### config.mk
export PLATFORM = sky130hd
export DESIGN_NAME = fault_qualifier_bank_flat
export DESIGN_NICKNAME = d
export VERILOG_FILES = /design/src/design/fqb_pkg.sv /design/src/design/fqb_ifs.sv /design/src/design/fault_qualifier_bank.sv /design/src/flat_wrapper.sv
export VERILOG_INCLUDE_DIRS = /design/src /design/src/design
export SDC_FILE = /design/constraint.sdc
export NUM_CORES = 2
export LEC_CHECK = 0
export ABC_CLOCK_PERIOD_IN_PS = 14800
export CAP_MARGIN = 20
export CORE_ASPECT_RATIO = 0.6
export CORE_UTILIZATION = 50
export CTS_CLUSTER_DIAMETER = 150
export CTS_CLUSTER_SIZE = 8
export DETAILED_ROUTE_END_ITERATION = 6
export DONT_BUFFER_PORTS = 1
export SLEW_MARGIN = 20
export SYNTH_ARGS = -nofsm -noshare
export SYNTH_HDL_FRONTEND = slang
export SYNTH_SLANG_ARGS = --single-unit
### constraint.sdc
create_clock -name clk -period 14.8 [get_ports clk]
set_input_delay 2.22 -clock clk [delete_from_list [all_inputs] [get_ports clk]]
set_output_delay 2.22 -clock clk [all_outputs]
set_load 0.03 [all_outputs]
### src/design/fault_qualifier_bank_macros.svh
// Assertion macros used by the fault qualifier bank design file
`ifndef FAULT_QUALIFIER_BANK_MACROS_SVH
`define FAULT_QUALIFIER_BANK_MACROS_SVH

// same-cycle implication, sampled on clk, off while arst_n is low
`define FQB_ASSERT_NOW(lbl, ante, cons, msg) \
	lbl: assert property (@(posedge clk) disable iff (!arst_n) (ante) |-> (cons)) \
		else $error(msg);

// next-cycle implication, sampled on clk, off while arst_n is low
`define FQB_ASSERT_NEXT(lbl, ante, cons, msg) \
	lbl: assert property (@(posedge clk) disable iff (!arst_n) (ante) |=> (cons)) \
		else $error(msg);

`endif

### src/design/fqb_pkg.sv
// Shared constants, codes and types of the fault qualifier bank
package fqb_pkg;

	localparam int FAULT_COUNT = 32;
	localparam int TICK_MS     = 10;
	localparam int COUNT_BITS  = 16;

	localparam int MASK_W  = 32;
	localparam int CH_W    = 5;
	localparam int OP_W    = 2;
	localparam int TH_W    = 16;
	localparam int PER_W   = 8;
	localparam int CRIT_W  = 2;
	localparam int MAP_W   = 2 * MASK_W;
	localparam int APB_AW  = 5;
	localparam int APB_DW  = 64;

	typedef enum logic [OP_W-1:0] {
		OP_TICK,
		OP_LOAD,
		OP_CLEAR
	} op_t;

	typedef enum logic [1:0] {
		REG_ENABLE,
		REG_OVERRIDE,
		REG_CRIT
	} reg_idx_t;

	localparam logic [CRIT_W-1:0] CRIT_WARNING  = 2'd1;
	localparam logic [CRIT_W-1:0] CRIT_ERROR    = 2'd2;
	localparam logic [CRIT_W-1:0] CRIT_CRITICAL = 2'd3;

	typedef struct packed {
		logic [TH_W-1:0]  rise_ticks;
		logic [TH_W-1:0]  rise_signals;
		logic [TH_W-1:0]  fall_ticks;
		logic [PER_W-1:0] period_ms;
	} thr_entry_t;

endpackage

### src/design/fqb_ifs.sv
// Request and result channel interfaces of the fault qualifier bank
interface fqb_req_if import fqb_pkg::*; ();
	logic              valid;
	logic              ready;
	logic [OP_W-1:0]   operation;
	logic [MASK_W-1:0] signal_mask;
	logic [CH_W-1:0]   entry_index;
	logic [TH_W-1:0]   rise_ticks;
	logic [TH_W-1:0]   rise_signals;
	logic [TH_W-1:0]   fall_ticks;
	logic [PER_W-1:0]  period_ms;

	modport source (
		output valid, operation, signal_mask, entry_index,
		       rise_ticks, rise_signals, fall_ticks, period_ms,
		input  ready
	);
	modport sink (
		input  valid, operation, signal_mask, entry_index,
		       rise_ticks, rise_signals, fall_ticks, period_ms,
		output ready
	);
endinterface

interface fqb_rsp_if import fqb_pkg::*; ();
	logic              valid;
	logic              ready;
	logic [MASK_W-1:0] active_mask;
	logic [MASK_W-1:0] history_mask;
	logic [MASK_W-1:0] rose_mask;
	logic [MASK_W-1:0] fell_mask;
	logic              warning_event;
	logic              error_event;
	logic              critical_event;

	modport source (
		output valid, active_mask, history_mask, rose_mask, fell_mask,
		       warning_event, error_event, critical_event,
		input  ready
	);
	modport sink (
		input  valid, active_mask, history_mask, rose_mask, fell_mask,
		       warning_event, error_event, critical_event,
		output ready
	);
endinterface

### src/design/fault_qualifier_bank.sv
// Fault qualifier bank: walks every fault channel per tick request
//
//  channel | direction | handshake           | payload
//  req     | in        | valid / ready       | operation, signal mask, threshold entry
//  rsp     | out       | valid / ready       | masks and criticality events
//  apb     | in        | psel/penable/pready | enable, override, criticality map
//
// A tick request walks every channel in the walk state, then passes through the done state
// into rsp.valid, and the next request is taken once the sequencer is back in idle: one channel
// enters the three-stage read/compute/write-back loop per cycle, set by the single read port of
// the threshold and counter memories. Load and clear requests skip the walk and go from idle
// straight to the done state, which then raises rsp.valid.
// req.ready is high only in idle; a finished result waits in the rsp register, and the next
// result waits in the done state until that register is taken.
// Reset is asynchronous; memories read as zero until written (per-entry valid bits).
`include "fault_qualifier_bank_macros.svh"

module fault_qualifier_bank import fqb_pkg::*; (
	input  logic              clk,
	input  logic              arst_n,
	fqb_req_if.sink           req,
	fqb_rsp_if.source         rsp,
	input  logic              psel,
	input  logic              penable,
	input  logic              pwrite,
	input  logic [APB_AW-1:0] paddr,
	input  logic [APB_DW-1:0] pwdata,
	output logic [APB_DW-1:0] prdata,
	output logic              pready
);

	localparam int CNT_W  = COUNT_BITS;
	localparam int RDC_W  = CH_W + 1;
	localparam int PROD_W = CNT_W + 1 + PER_W;
	localparam logic [RDC_W-1:0] LAST_RD = RDC_W'(FAULT_COUNT);

	typedef enum logic [1:0] {
		ST_IDLE,
		ST_WALK,
		ST_DONE
	} state_t;

	typedef enum logic [1:0] {
		PATH_FORCED,
		PATH_ACTIVE,
		PATH_RISE
	} path_t;

	function automatic logic [CNT_W-1:0] sat_inc(input logic [CNT_W-1:0] v);
		sat_inc = (&v) ? v : v + CNT_W'(1);
	endfunction

	// configuration registers
	logic [MASK_W-1:0] enable_q;
	logic [MASK_W-1:0] override_q;
	logic [MAP_W-1:0]  crit_map_q;
	logic              cfg_wr;
	reg_idx_t          cfg_idx;

	assign pready  = 1'b1;
	assign cfg_wr  = psel && penable && pwrite;
	assign cfg_idx = reg_idx_t'(paddr[4:3]);

	always_ff @(posedge clk or negedge arst_n) begin
		if (!arst_n) begin
			enable_q   <= '1;
			override_q <= '0;
			crit_map_q <= '0;
		end else if (cfg_wr) begin
			case (cfg_idx)
				REG_ENABLE:   enable_q   <= pwdata[MASK_W-1:0];
				REG_OVERRIDE: override_q <= pwdata[MASK_W-1:0];
				REG_CRIT:     crit_map_q <= pwdata[MAP_W-1:0];
				default: ;
			endcase
		end
	end

	always_comb begin
		case (cfg_idx)
			REG_ENABLE:   prdata = APB_DW'(enable_q);
			REG_OVERRIDE: prdata = APB_DW'(override_q);
			REG_CRIT:     prdata = APB_DW'(crit_map_q);
			default:      prdata = '0;
		endcase
	end

	// sequencer state
	state_t            state_q;
	logic [RDC_W-1:0]  rd_cnt_q;
	logic [MASK_W-1:0] sig_mask_q;
	logic [MASK_W-1:0] active_q;
	logic [MASK_W-1:0] history_q;
	logic [MASK_W-1:0] rose_acc_q;
	logic [MASK_W-1:0] fell_acc_q;
	logic              warn_acc_q;
	logic              err_acc_q;
	logic              crit_acc_q;

	logic req_fire;
	logic issue;
	logic rsp_free;

	assign req.ready = (state_q == ST_IDLE);
	assign req_fire  = req.valid && req.ready;
	assign issue     = (state_q == ST_WALK) && (rd_cnt_q < LAST_RD);
	assign rsp_free  = !rsp.valid || rsp.ready;

	// memories and their valid bits
	thr_entry_t       thr_mem [FAULT_COUNT];
	logic [CNT_W-1:0] sig_mem [FAULT_COUNT];
	logic [CNT_W-1:0] tck_mem [FAULT_COUNT];
	logic [MASK_W-1:0] thr_vld_q;
	logic [MASK_W-1:0] cnt_vld_q;

	logic thr_wr;
	assign thr_wr = req_fire && (req.operation == OP_LOAD)
		&& (32'(req.entry_index) < 32'(FAULT_COUNT));

	// pipeline registers
	logic             vld_s1;
	logic [CH_W-1:0]  chan_s1;
	thr_entry_t       thr_rd_s1;
	logic [CNT_W-1:0] sig_rd_s1;
	logic [CNT_W-1:0] tck_rd_s1;

	logic              vld_s2;
	logic [CH_W-1:0]   chan_s2;
	path_t             path_s2;
	logic              fell_s2;
	logic [CNT_W-1:0]  sig_s2;
	logic [CNT_W-1:0]  tck_s2;
	logic [PROD_W-1:0] lim_s2;
	logic [PROD_W-1:0] tot_s2;
	logic [TH_W-1:0]   rise_ticks_s2;
	logic [TH_W-1:0]   rise_sig_s2;
	logic              per_nz_s2;
	logic [CRIT_W-1:0] crit_s2;

	always_ff @(posedge clk) begin
		if (thr_wr) begin
			thr_mem[req.entry_index] <= '{
				rise_ticks:   req.rise_ticks,
				rise_signals: req.rise_signals,
				fall_ticks:   req.fall_ticks,
				period_ms:    req.period_ms
			};
		end
		thr_rd_s1 <= thr_mem[rd_cnt_q[CH_W-1:0]];
	end

	logic [CNT_W-1:0] wr_sig;
	logic [CNT_W-1:0] wr_tck;

	always_ff @(posedge clk) begin
		if (vld_s2) begin
			sig_mem[chan_s2] <= wr_sig;
			tck_mem[chan_s2] <= wr_tck;
		end
		sig_rd_s1 <= sig_mem[rd_cnt_q[CH_W-1:0]];
		tck_rd_s1 <= tck_mem[rd_cnt_q[CH_W-1:0]];
	end

	always_ff @(posedge clk or negedge arst_n) begin
		if (!arst_n) begin
			thr_vld_q <= '0;
			cnt_vld_q <= '0;
		end else begin
			if (thr_wr) begin
				thr_vld_q[req.entry_index] <= 1'b1;
			end
			if (vld_s2) begin
				cnt_vld_q[chan_s2] <= 1'b1;
			end
		end
	end

	// stage 1: counter update and rise-window products
	thr_entry_t        thr_c;
	logic [CNT_W-1:0]  sig_c;
	logic [CNT_W-1:0]  tck_c;
	logic              s_b;
	logic              en_b;
	logic              forced_b;
	logic [CNT_W-1:0]  tck_act;
	logic              fall_c;
	logic [CNT_W-1:0]  sig_i;
	logic [CNT_W-1:0]  tck_i;
	path_t             path_c;
	logic [CNT_W-1:0]  sig_n;
	logic [CNT_W-1:0]  tck_n;
	logic [PROD_W-1:0] lim_c;
	logic [PROD_W-1:0] tot_c;

	always_comb begin
		thr_c    = thr_vld_q[chan_s1] ? thr_rd_s1 : '0;
		sig_c    = cnt_vld_q[chan_s1] ? sig_rd_s1 : '0;
		tck_c    = cnt_vld_q[chan_s1] ? tck_rd_s1 : '0;
		s_b      = sig_mask_q[chan_s1];
		en_b     = enable_q[chan_s1];
		forced_b = override_q[chan_s1] && history_q[chan_s1] && en_b;

		tck_act = s_b ? '0 : sat_inc(tck_c);
		fall_c  = (thr_c.fall_ticks != '0) && (CNT_W'(thr_c.fall_ticks) <= tck_act);

		if (s_b && en_b) begin
			sig_i = sat_inc(sig_c);
			tck_i = sat_inc(tck_c);
		end else begin
			sig_i = sig_c;
			tck_i = (tck_c != '0) ? sat_inc(tck_c) : tck_c;
		end

		if (forced_b) begin
			path_c = PATH_FORCED;
			sig_n  = sig_c;
			tck_n  = tck_c;
		end else if (active_q[chan_s1]) begin
			path_c = PATH_ACTIVE;
			if (fall_c) begin
				sig_n = '0;
				tck_n = '0;
			end else begin
				sig_n = sig_c;
				tck_n = (thr_c.fall_ticks != '0) ? tck_act : tck_c;
			end
		end else begin
			path_c = PATH_RISE;
			sig_n  = sig_i;
			tck_n  = tck_i;
		end

		lim_c = PROD_W'({1'b0, sig_i} + (CNT_W+1)'(2)) * PROD_W'(thr_c.period_ms);
		tot_c = PROD_W'({1'b0, tck_i} + (CNT_W+1)'(1)) * PROD_W'(TICK_MS);
	end

	always_ff @(posedge clk or negedge arst_n) begin
		if (!arst_n) begin
			vld_s1 <= 1'b0;
			vld_s2 <= 1'b0;
		end else begin
			vld_s1 <= issue;
			vld_s2 <= vld_s1;
		end
	end

	always_ff @(posedge clk) begin
		chan_s1       <= rd_cnt_q[CH_W-1:0];
		chan_s2       <= chan_s1;
		path_s2       <= path_c;
		fell_s2       <= (path_c == PATH_ACTIVE) && fall_c;
		sig_s2        <= sig_n;
		tck_s2        <= tck_n;
		lim_s2        <= lim_c;
		tot_s2        <= tot_c;
		rise_ticks_s2 <= thr_c.rise_ticks;
		rise_sig_s2   <= thr_c.rise_signals;
		per_nz_s2     <= (thr_c.period_ms != '0);
		crit_s2       <= crit_map_q[{chan_s1, 1'b0} +: CRIT_W];
	end

	// stage 2: sparse-signal drop, rise decision, write-back
	logic drop_s2;
	logic rise_s2;

	always_comb begin
		drop_s2 = (lim_s2 < tot_s2);
		rise_s2 = (path_s2 == PATH_RISE) && !drop_s2 && (sig_s2 != '0) && per_nz_s2
			&& (CNT_W'(rise_ticks_s2) <= tck_s2) && (CNT_W'(rise_sig_s2) <= sig_s2);
		if ((path_s2 == PATH_RISE) && (drop_s2 || rise_s2)) begin
			wr_sig = '0;
			wr_tck = '0;
		end else begin
			wr_sig = sig_s2;
			wr_tck = tck_s2;
		end
	end

	always_ff @(posedge clk or negedge arst_n) begin
		if (!arst_n) begin
			state_q            <= ST_IDLE;
			rd_cnt_q           <= '0;
			sig_mask_q         <= '0;
			active_q           <= '0;
			history_q          <= '0;
			rose_acc_q         <= '0;
			fell_acc_q         <= '0;
			warn_acc_q         <= 1'b0;
			err_acc_q          <= 1'b0;
			crit_acc_q         <= 1'b0;
			rsp.valid          <= 1'b0;
			rsp.active_mask    <= '0;
			rsp.history_mask   <= '0;
			rsp.rose_mask      <= '0;
			rsp.fell_mask      <= '0;
			rsp.warning_event  <= 1'b0;
			rsp.error_event    <= 1'b0;
			rsp.critical_event <= 1'b0;
		end else begin
			if (rsp.valid && rsp.ready && (state_q != ST_DONE)) begin
				rsp.valid <= 1'b0;
			end
			if (issue) begin
				rd_cnt_q <= rd_cnt_q + RDC_W'(1);
			end
			if (vld_s2) begin
				if (path_s2 == PATH_FORCED) begin
					active_q[chan_s2] <= 1'b1;
				end
				if (fell_s2) begin
					active_q[chan_s2]   <= 1'b0;
					fell_acc_q[chan_s2] <= 1'b1;
				end
				if (rise_s2) begin
					active_q[chan_s2]   <= 1'b1;
					history_q[chan_s2]  <= 1'b1;
					rose_acc_q[chan_s2] <= 1'b1;
					case (crit_s2)
						CRIT_WARNING:  warn_acc_q <= 1'b1;
						CRIT_ERROR:    err_acc_q  <= 1'b1;
						CRIT_CRITICAL: crit_acc_q <= 1'b1;
						default: ;
					endcase
				end
			end
			case (state_q)
				ST_IDLE: begin
					if (req_fire) begin
						rose_acc_q <= '0;
						fell_acc_q <= '0;
						warn_acc_q <= 1'b0;
						err_acc_q  <= 1'b0;
						crit_acc_q <= 1'b0;
						sig_mask_q <= req.signal_mask;
						rd_cnt_q   <= '0;
						if (req.operation == OP_TICK) begin
							state_q <= ST_WALK;
						end else begin
							if (req.operation == OP_CLEAR) begin
								history_q <= '0;
							end
							state_q <= ST_DONE;
						end
					end
				end
				ST_WALK: begin
					if (!issue && !vld_s1 && !vld_s2) begin
						state_q <= ST_DONE;
					end
				end
				ST_DONE: begin
					if (rsp_free) begin
						rsp.valid          <= 1'b1;
						rsp.active_mask    <= active_q;
						rsp.history_mask   <= history_q;
						rsp.rose_mask      <= rose_acc_q;
						rsp.fell_mask      <= fell_acc_q;
						rsp.warning_event  <= warn_acc_q;
						rsp.error_event    <= err_acc_q;
						rsp.critical_event <= crit_acc_q;
						state_q            <= ST_IDLE;
					end
				end
				default: state_q <= ST_IDLE;
			endcase
		end
	end

	`FQB_ASSERT_NOW(a_pipe_in_walk, vld_s1 || vld_s2, state_q == ST_WALK, "channel in flight outside walk")
	`FQB_ASSERT_NOW(a_rose_fell_apart, 1'b1, (rose_acc_q & fell_acc_q) == '0, "channel both rose and fell")
	`FQB_ASSERT_NOW(a_rose_in_history, 1'b1, (rose_acc_q & ~history_q) == '0, "rose channel missing from history")
	`FQB_ASSERT_NEXT(a_clear_history, req_fire && (req.operation == OP_CLEAR), history_q == '0, "history not cleared")

endmodule
### src/flat_wrapper.sv
// flat-port wrapper written by rule: the top's interface ports become plain ports
module fault_qualifier_bank_flat import fqb_pkg::*;
  (clk, arst_n, psel, penable, pwrite, paddr, pwdata, prdata, pready, req_valid, req_operation, req_signal_mask, req_entry_index, req_rise_ticks, req_rise_signals, req_fall_ticks, req_period_ms, req_ready, rsp_valid, rsp_active_mask, rsp_history_mask, rsp_rose_mask, rsp_fell_mask, rsp_warning_event, rsp_error_event, rsp_critical_event, rsp_ready);
  fqb_req_if req_i ();
  fqb_rsp_if rsp_i ();
  input  logic clk;
  input  logic arst_n;
  input  logic psel;
  input  logic penable;
  input  logic pwrite;
  input  logic [APB_AW-1:0] paddr;
  input  logic [APB_DW-1:0] pwdata;
  output logic [APB_DW-1:0] prdata;
  output logic pready;
  input wire logic [$bits(req_i.valid)-1:0] req_valid;
  input wire logic [$bits(req_i.operation)-1:0] req_operation;
  input wire logic [$bits(req_i.signal_mask)-1:0] req_signal_mask;
  input wire logic [$bits(req_i.entry_index)-1:0] req_entry_index;
  input wire logic [$bits(req_i.rise_ticks)-1:0] req_rise_ticks;
  input wire logic [$bits(req_i.rise_signals)-1:0] req_rise_signals;
  input wire logic [$bits(req_i.fall_ticks)-1:0] req_fall_ticks;
  input wire logic [$bits(req_i.period_ms)-1:0] req_period_ms;
  output wire logic [$bits(req_i.ready)-1:0] req_ready;
  output wire logic [$bits(rsp_i.valid)-1:0] rsp_valid;
  output wire logic [$bits(rsp_i.active_mask)-1:0] rsp_active_mask;
  output wire logic [$bits(rsp_i.history_mask)-1:0] rsp_history_mask;
  output wire logic [$bits(rsp_i.rose_mask)-1:0] rsp_rose_mask;
  output wire logic [$bits(rsp_i.fell_mask)-1:0] rsp_fell_mask;
  output wire logic [$bits(rsp_i.warning_event)-1:0] rsp_warning_event;
  output wire logic [$bits(rsp_i.error_event)-1:0] rsp_error_event;
  output wire logic [$bits(rsp_i.critical_event)-1:0] rsp_critical_event;
  input wire logic [$bits(rsp_i.ready)-1:0] rsp_ready;
  assign req_i.valid = req_valid;
  assign req_i.operation = req_operation;
  assign req_i.signal_mask = req_signal_mask;
  assign req_i.entry_index = req_entry_index;
  assign req_i.rise_ticks = req_rise_ticks;
  assign req_i.rise_signals = req_rise_signals;
  assign req_i.fall_ticks = req_fall_ticks;
  assign req_i.period_ms = req_period_ms;
  assign req_ready = req_i.ready;
  assign rsp_valid = rsp_i.valid;
  assign rsp_active_mask = rsp_i.active_mask;
  assign rsp_history_mask = rsp_i.history_mask;
  assign rsp_rose_mask = rsp_i.rose_mask;
  assign rsp_fell_mask = rsp_i.fell_mask;
  assign rsp_warning_event = rsp_i.warning_event;
  assign rsp_error_event = rsp_i.error_event;
  assign rsp_critical_event = rsp_i.critical_event;
  assign rsp_i.ready = rsp_ready;
  fault_qualifier_bank u_core (.clk(clk), .arst_n(arst_n), .req(req_i), .rsp(rsp_i), .psel(psel), .penable(penable), .pwrite(pwrite), .paddr(paddr), .pwdata(pwdata), .prdata(prdata), .pready(pready));
endmodule
; Word level (Yosys, flattened, before mapping)
; Memories as Yosys holds them, arrays and structs flattened. A register that Yosys moved wholly into a read port is not among the register bits.
; Cells that the tools add are included.
[totals]
regBits = 626
mem_bits_rw = 2816
out_inout_bits = 198
n_memories = 3
[op_classes]
add_sub_neg = 5
mul = 2
magnitude_cmp = 10
eq_ne = 15
n_shift = 1
mux = 88
n_bitwise = 9
n_reduce_logical = 45
[mem_list]
columns = name, words, width, read_ports, rd_ports_with_merged_regs, write_ports, line
row1 = u_core.thr_mem, 32, 56, 1, 1, 1, fault_qualifier_bank.sv:110  ; thr_entry_t thr_mem [FAULT_COUNT];
row2 = u_core.sig_mem, 32, 16, 1, 1, 1, fault_qualifier_bank.sv:111  ; logic [CNT_W-1:0] sig_mem [FAULT_COUNT];
row3 = u_core.tck_mem, 32, 16, 1, 1, 1, fault_qualifier_bank.sv:112  ; logic [CNT_W-1:0] tck_mem [FAULT_COUNT];
[ops]
columns = operator, count
row1 = two-way mux 32 bit, 19
row2 = two-way mux 16 bit, 17
row3 = bitwise OR 32 bit, 7
row4 = case mux 64 bit (3 select lines), 1
row5 = indexed part select 64 x 7 -> 2 bit, 1
row6 = <= comparator 16 bit, 3
row7 = nonzero test 16 bit, 3
row8 = binary-select mux 1 bit (select 5 bit), 7
row9 = adder 16 x 1 -> 16 bit (second input constant), 2
row10 = AND 32 bit, 1
row11 = inverter 32 bit, 1
row12 = AND reduction 16 bit, 2
row13 = two-way mux 1 bit, 31
row14 = < comparator 25 bit, 1
row15 = multiplier 25 x 3 -> 24 bit (second input constant), 1
row16 = multiplier 25 x 8 -> 25 bit, 1
row17 = two-way mux 24 bit, 1
row18 = logical AND 1 bit, 22
row19 = < comparator 5 x 6 -> 1 bit (second input constant), 3
row20 = two-way mux 6 bit, 3
row21 = adder 16 x 1 -> 17 bit (second input constant), 1
row22 = adder 16 x 2 -> 17 bit (second input constant), 1
row23 = equality test 2 bit (second input constant), 6
row24 = two-way mux 2 bit, 6
row25 = 14 further kinds, 34

; Depth between registers and ports, before layout
[depth]
word_depth = 13
ltp_mapped = 40

; Least setup slack after synthesis
; OpenSTA, ideal clock, no wires.
[synth_timing]
kind = flip-flop to flip-flop
startpoint = register u_core.chan_s1[1]
endpoint = register u_core.lim_s2[23]
setup_ps = 123
arrival_time_ps = 8454
required_ps = 14677
slack_ps = 6222
stages_incl_launch_ff = 34
n_path_buf = 6
synth_period_minus_slack_ps = 8578
cell_sequence = dfxtp_1 -> buf_6 -> buf_12 -> buf_12 -> mux2i_1 -> a211oi_1 -> nand3_1 -> nand4_1 -> clkbuf_1 -> buf_2 -> clkbuf_1 -> and2_1 -> ha_1 -> nand3_1 -> or4b_4 -> nand2_2 -> mux2_2 -> ha_1 -> and3_1 -> xor2_1 -> nor2_1 -> fa_1 -> fa_1 -> fa_1 -> fa_1 -> ha_1 -> or3_1 -> o21ai_0 -> a211oi_1 -> o32ai_1 -> o21ai_0 -> a211oi_1 -> a21oi_1 -> xor2_1
[synth_between]
elab_chain_len = 8
elab_cells_between_ends = 17
cone_classes = add/sub: 2 / mul: 1 / mux: 12 / reduce/logical: 2
[synth_lines]
columns = item, line
row1 = from (decl), fault_qualifier_bank.sv:122  ; logic [CH_W-1:0] chan_s1;
row2 = from (signal assigned), fault_qualifier_bank.sv:248  ; chan_s1 <= rd_cnt_q[CH_W-1:0];
row3 = binary-select mux 1 bit (select 5 bit), fault_qualifier_bank.sv:197  ; sig_c = cnt_vld_q[chan_s1] ? sig_rd_s1 : '0;
row4 = two-way mux 1 bit (implied by the code), fault_qualifier_bank.sv:197
row5 = two-way mux 16 bit, fault_qualifier_bank.sv:197
row6 = adder 16 x 1 -> 16 bit or AND reduction 16 bit (tied branches), fault_qualifier_bank.sv:50  ; sat_inc = (&v) ? v : v + CNT_W'(1);
row7 = two-way mux 16 bit, fault_qualifier_bank.sv:50
row8 = two-way mux 16 bit, fault_qualifier_bank.sv:206  ; if (s_b && en_b) begin
row9 = adder 16 x 2 -> 17 bit, fault_qualifier_bank.sv:233  ; lim_c = PROD_W'({1'b0, sig_i} + (CNT_W+1)'(2)) * PROD_W'(thr_c.period_ms);
row10 = multiplier 25 x 8 -> 25 bit *, fault_qualifier_bank.sv:233
row11 = named net u_core.lim_c[23], fault_qualifier_bank.sv:192  ; logic [PROD_W-1:0] lim_c;
row12 = to (signal assigned), fault_qualifier_bank.sv:254  ; lim_s2 <= lim_c;
row13 = to (decl), fault_qualifier_bank.sv:133  ; logic [PROD_W-1:0] lim_s2;
; The timed path passes the listed nets; every way through them passes the cells marked *. The select of a mux whose other input is x is not followed.
; A chain may end at the register's enable or synchronous reset.

; Worst setup path in the final report
; Ends and elaborated chain as after synthesis.

==> flow_results.org <==
** STA
- The clock arrives with 66.68 ps of skew.
- Share of the clock period used by the worst path :: 0.7055
- For the pin with the worst max-slew slack, the measured transition is 1316 ps.
- Fin. max-slew vios :: 0
- TNS Setup :: 0 ps
- The worst path in the final design needs a cycle of 10440 ps, including I/O delays and setup.
- Max-slew headroom at the worst pin :: 0.1132
- The total count of hold-check failures in the final report was 0.
- Setup violations remaining at the end of the flow were counted as 0.
- Setup repair after global routing left no endpoint under its margin.
- Timing would allow up to 95.77 MHz.

** Synth
- The compound-cell area share of the yosys netlist was 0.03508.
- Post-synth EDFFs :: 2816
- Mux cell area share after synthesis :: 0.1651
- Library cells used by synthesis :: 89
- The synthesized design contains 3525 register bits.
- Of the total synthesized cell area, the portion taken by AND, OR, NAND and NOR gates is 0.04024.
- The share of the Yosys chip area taken by registers is 0.7123.
- The cell count after synthesis came out at 7754.
- The mapped netlist covers 142200 um^2.
- Of the total synthesized cell area, the portion taken by XOR and XNOR cells is 0.004989.
- Most used flip-flop cell after synthesis :: sky130_fd_sc_hd__edfxtp_1
- Syn_nets :: 8165
- Count of synthesis-stage warnings from yosys :: 0
- Each instance of the synthesized netlist takes up on average 18.34 um^2.
- Share of synthesized flip-flops with an asynchronous set or reset :: 0.1410
- Of the total synthesized cell area, the portion taken by full adders, half adders and majority gates is 0.02592.
- By area, the combinational part of the netlist is dominated by multiplexers.

** Layout
- Compared with the post-synthesis result, the final layout area differs by 13.30%.
- Measured on the finished design, the core utilization comes to 0.5703.
- The library cell used most frequently in the layout, excluding fill and tap cells, is sky130_fd_sc_hd__edfxtp_1.
- Of the cells placed in the final design, the portion with a size suffix greater than 1 is 0.2370.
- Count of nets after finishing :: 8427
- The library cells used most frequently in the layout, excluding fill and tap cells, are 2816 x sky130_fd_sc_hd__edfxtp_1, 768 x sky130_fd_sc_hd__mux4_2, 573 x sky130_fd_sc_hd__nand2_1, 487 x sky130_fd_sc_hd__clkbuf_16, 460 x sky130_fd_sc_hd__dfrtp_1.

** Setup path
- The worst register-to-register path has a setup slack of 4360 ps.
- Kind of critical path :: reg -> reg
- STA classifies the critical path endpoint as a flop.
- R2r worst-path depth :: 31
- Reg-to-Reg End :: u_core.lim_s2[23]
- By instance count, the cell type seen most on the critical path is sky130_fd_sc_hd__fa_1.
- In this design, the stage delay of the slowest critical-path cell is 700 ps.
- The worst setup path is launched from a flop.
- Data on the critical path is required at its endpoint by 15630 ps.
- The slowest stage of the critical path is the sky130_fd_sc_hd__xnor2_1 cell.
- WP data arrival :: 11270 ps
- Largest fanout of any net on the critical path :: 40
- The worst register-to-register path begins at u_core.chan_s1[1].

** Drt
- Total vias in the final route :: 76660
- After detailed routing, the number of remaining DRC violations is 0.
- In the final routed layout, each cell accounts on average for 32.78 um.
- The count of nets left with antenna violations once routing finished came out at 0.
- After detailed routing, the number of vias per cell comes to 6.343.
- Initial DRC count :: 9791
- The final layout contains routed wiring with a total length of 396200 um.
- The first detailed-routing pass took 6 iterations.

** Floorplan
- After floorplanning, the core was sized to cover 282500 um^2.
- Measured along the x axis, the die boundary spans 690.4 um.
- The die covers 286600 um^2.
- Number of rows in the core area :: 151
- In this run the count of I/O pins placed on the die edge is 369.
- Measured along the y axis, the die boundary spans 415.1 um.
- Initial Utilization :: 0.5034

** Clocking
- Number of CTS-inserted buffers :: 482
- Clock edge transition at the registers on the reported setup and hold paths :: 60 ps
- Post-cts hold buffer count :: 0
- Number of gates given a new drive strength after cts :: 0
- The H-tree generated during clock tree synthesis spans 5 levels.
- Post-CTS Setup Repair Bufs :: 0
- Cell at the root of the clock tree :: sky130_fd_sc_hd__clkbuf_16
- Clock latency on the worst-skew pair :: 970 ps
- Clock tree synthesis found a total of 3525 sinks.
- Maximum root-to-sink buffer count :: 4
- Clock tree from TritonCTS :: built

** GRT
- Across every metal layer, demand over resource in global routing totals 0.2741.
- First-pass GRT wire length :: 562100 um
- Largest net degree at the start of global routing :: 498
- For this run the aggregate overflow at the end of global routing stands at 0.
- Initial antenna violation count :: 14
- Via count of the first global-routing pass :: 75170

** Placed design
- Input and output buffers added on the ports amount to 0.
- Half-perimeter wire length after placement :: 228100 um
- At the end of routability-driven placement, the weighted congestion stood at 0.8875.

** Status
- Status :: complete, no violations

** Pwr
- Worst-case vdd ir drop :: 0.1956 mV
- Summed over all cells, the static leakage comes to 55.91 nW.
- Total power divided by cell area :: 196.0 nW/um^2
- Summing internal, switching and leakage power gives 0.03158 W.

** Hold path
- WHS Endpoint :: u_core.vld_s2
- Along the worst hold path, the cell count comes to 0.
- Path category of the worst min-delay check :: reg -> reg
- Hold Crit Start :: u_core.vld_s1

** Flow run
- The tool flagged a number of max-cap violations equal to 0.
==> stage by stage <==
step | setup WS, ps | hold slack (ps) | cells | area, um^2
6_report | 4358 | 397.3 | 12090 | 161100
3_5_place_dp | 4613 | 374.7 | 11280 | 147300
5_1_grt | 3658 | 405.7 | 12080 | 161100
4_1_cts | 4553 | 389.9 | 12070 | 160800
3_3_place_gp | 4564 | 372.0 | 11280 | 147300
2_1_floorplan | 6222 | 325.8 | 7754 | 142200
==> worst max-delay path by stage <==
stage                 startpoint           endpoint  cells after the start
2_1_floorplan  u_core.chan_s1[1]  u_core.lim_s2[23]                     33
3_3_place_gp   u_core.chan_s1[1]  u_core.lim_s2[23]                     31
3_5_place_dp   u_core.chan_s1[1]  u_core.lim_s2[23]                     31
4_1_cts        u_core.chan_s1[1]  u_core.lim_s2[23]                     31
5_1_grt        u_core.chan_s1[1]  u_core.lim_s2[23]                     31
6_report       u_core.chan_s1[1]  u_core.lim_s2[23]                     31
==> cell usage after synthesis, drive strengths merged, types with 7 or more instances <==
master | number | area [um^2]
edfxtp | 2816 | 84560
mux4 | 771 | 17380
nand2 | 579 | 2181
dfrtp | 465 | 11640
mux2 | 295 | 3322
mux2i | 277 | 2773
clkbuf | 266 | 998.5
nor2 | 223 | 837.1
dfxtp | 212 | 4244
o21ai | 202 | 1011
inv | 191 | 716.9
o221ai | 161 | 1410
ha | 149 | 1864
buf | 139 | 609.3
a21oi | 131 | 666.9
fa | 91 | 1822
nor2b | 79 | 494.2
nand2b | 70 | 437.9
nand3 | 70 | 355.3
o31ai | 67 | 503.0
xnor2 | 53 | 464.2
or2 | 50 | 312.8
and2 | 49 | 306.5
a21o | 33 | 247.7
dfstp | 32 | 840.8
xor2 | 28 | 245.2
nor3 | 26 | 130.1
nand4 | 21 | 131.4
a22o | 20 | 175.2
nor4 | 16 | 100.1
o21a | 15 | 112.6
and3 | 14 | 87.58
a211oi | 12 | 90.09
o22ai | 12 | 75.07
a22oi | 11 | 87.58
a31oi | 7 | 43.79
o211ai | 7 | 52.55
or3 | 7 | 43.79
==> power breakdown <==
part           switching (W)  internal (W)
sequential          0.000776        0.0121
combinational        0.00517       0.00351
clock                0.00403       0.00602
total                0.00997        0.0216
==> area by class of cell <==
type	instances	area, um^2
Antenna cell	14	35.03
Sequential cell	3525	101300
Fill cell	21090	121400
Multi-Input combinational cell	3633	39220
Tap cell	3748	4690
Clock buffer	774	13260
Clock inverter	18	275.3
Timing Repair Buffer	183	1575
Inverter	191	724.4
==> per-layer routing <==
layer | track usage | share of wire
met5 | 0 | 0.000053
met4 | 0.05749 | 0.019
met2 | 0.3812 | 0.42
met3 | 0.06575 | 0.11
met1 | 0.4396 | 0.45
==> flip-flops by register name (all words and copies together) (netlist names), 20 cells and up <==
register and flops:
u_core.thr_mem 1792, u_core.sig_mem 512, u_core.tck_mem 512, u_core.crit_map_q 64
u_core.thr_rd_s1 56, u_core.active_q 32, u_core.cnt_vld_q 32, u_core.enable_q 32
u_core.fell_acc_q 32, u_core.history_q 32, u_core.override_q 32, u_core.rose_acc_q 32
u_core.rsp.active_mask 32, u_core.rsp.fell_mask 32, u_core.rsp.history_mask 32, u_core.rsp.rose_mask 32
u_core.sig_mask_q 32, u_core.thr_vld_q 32, u_core.lim_s2 24, u_core.tot_s2 20
==> cells by family (layout without fill, tap and decap cells) <==
kind of cell	Yosys count	in the layout
AND/OR/NAND/NOR	1238	1238
XOR/XNOR	81	81
flip-flops	3525	3525
multiplexers	1343	1343
buffers and inverters	596	1166
other	1	15
adder cells (fa/ha/maj)	240	240
AO/OA/AOI/OAI	730	730
==> worst max-delay path: cells and delay by family, from the launching register on <==
| family | cells | cell delay (ps) |
|---|---|---|
| adder cells (fa/ha/maj) | 7 | 2860 |
| XOR/XNOR | 2 | 870 |
| AND/OR/NAND/NOR | 7 | 1700 |
| AO/OA/AOI/OAI | 9 | 2610 |
| buffers and inverters | 4 | 1130 |
| multiplexers | 2 | 740 |
| flip-flops | 1 | 340 |
(Power assumes the default switching activity.)
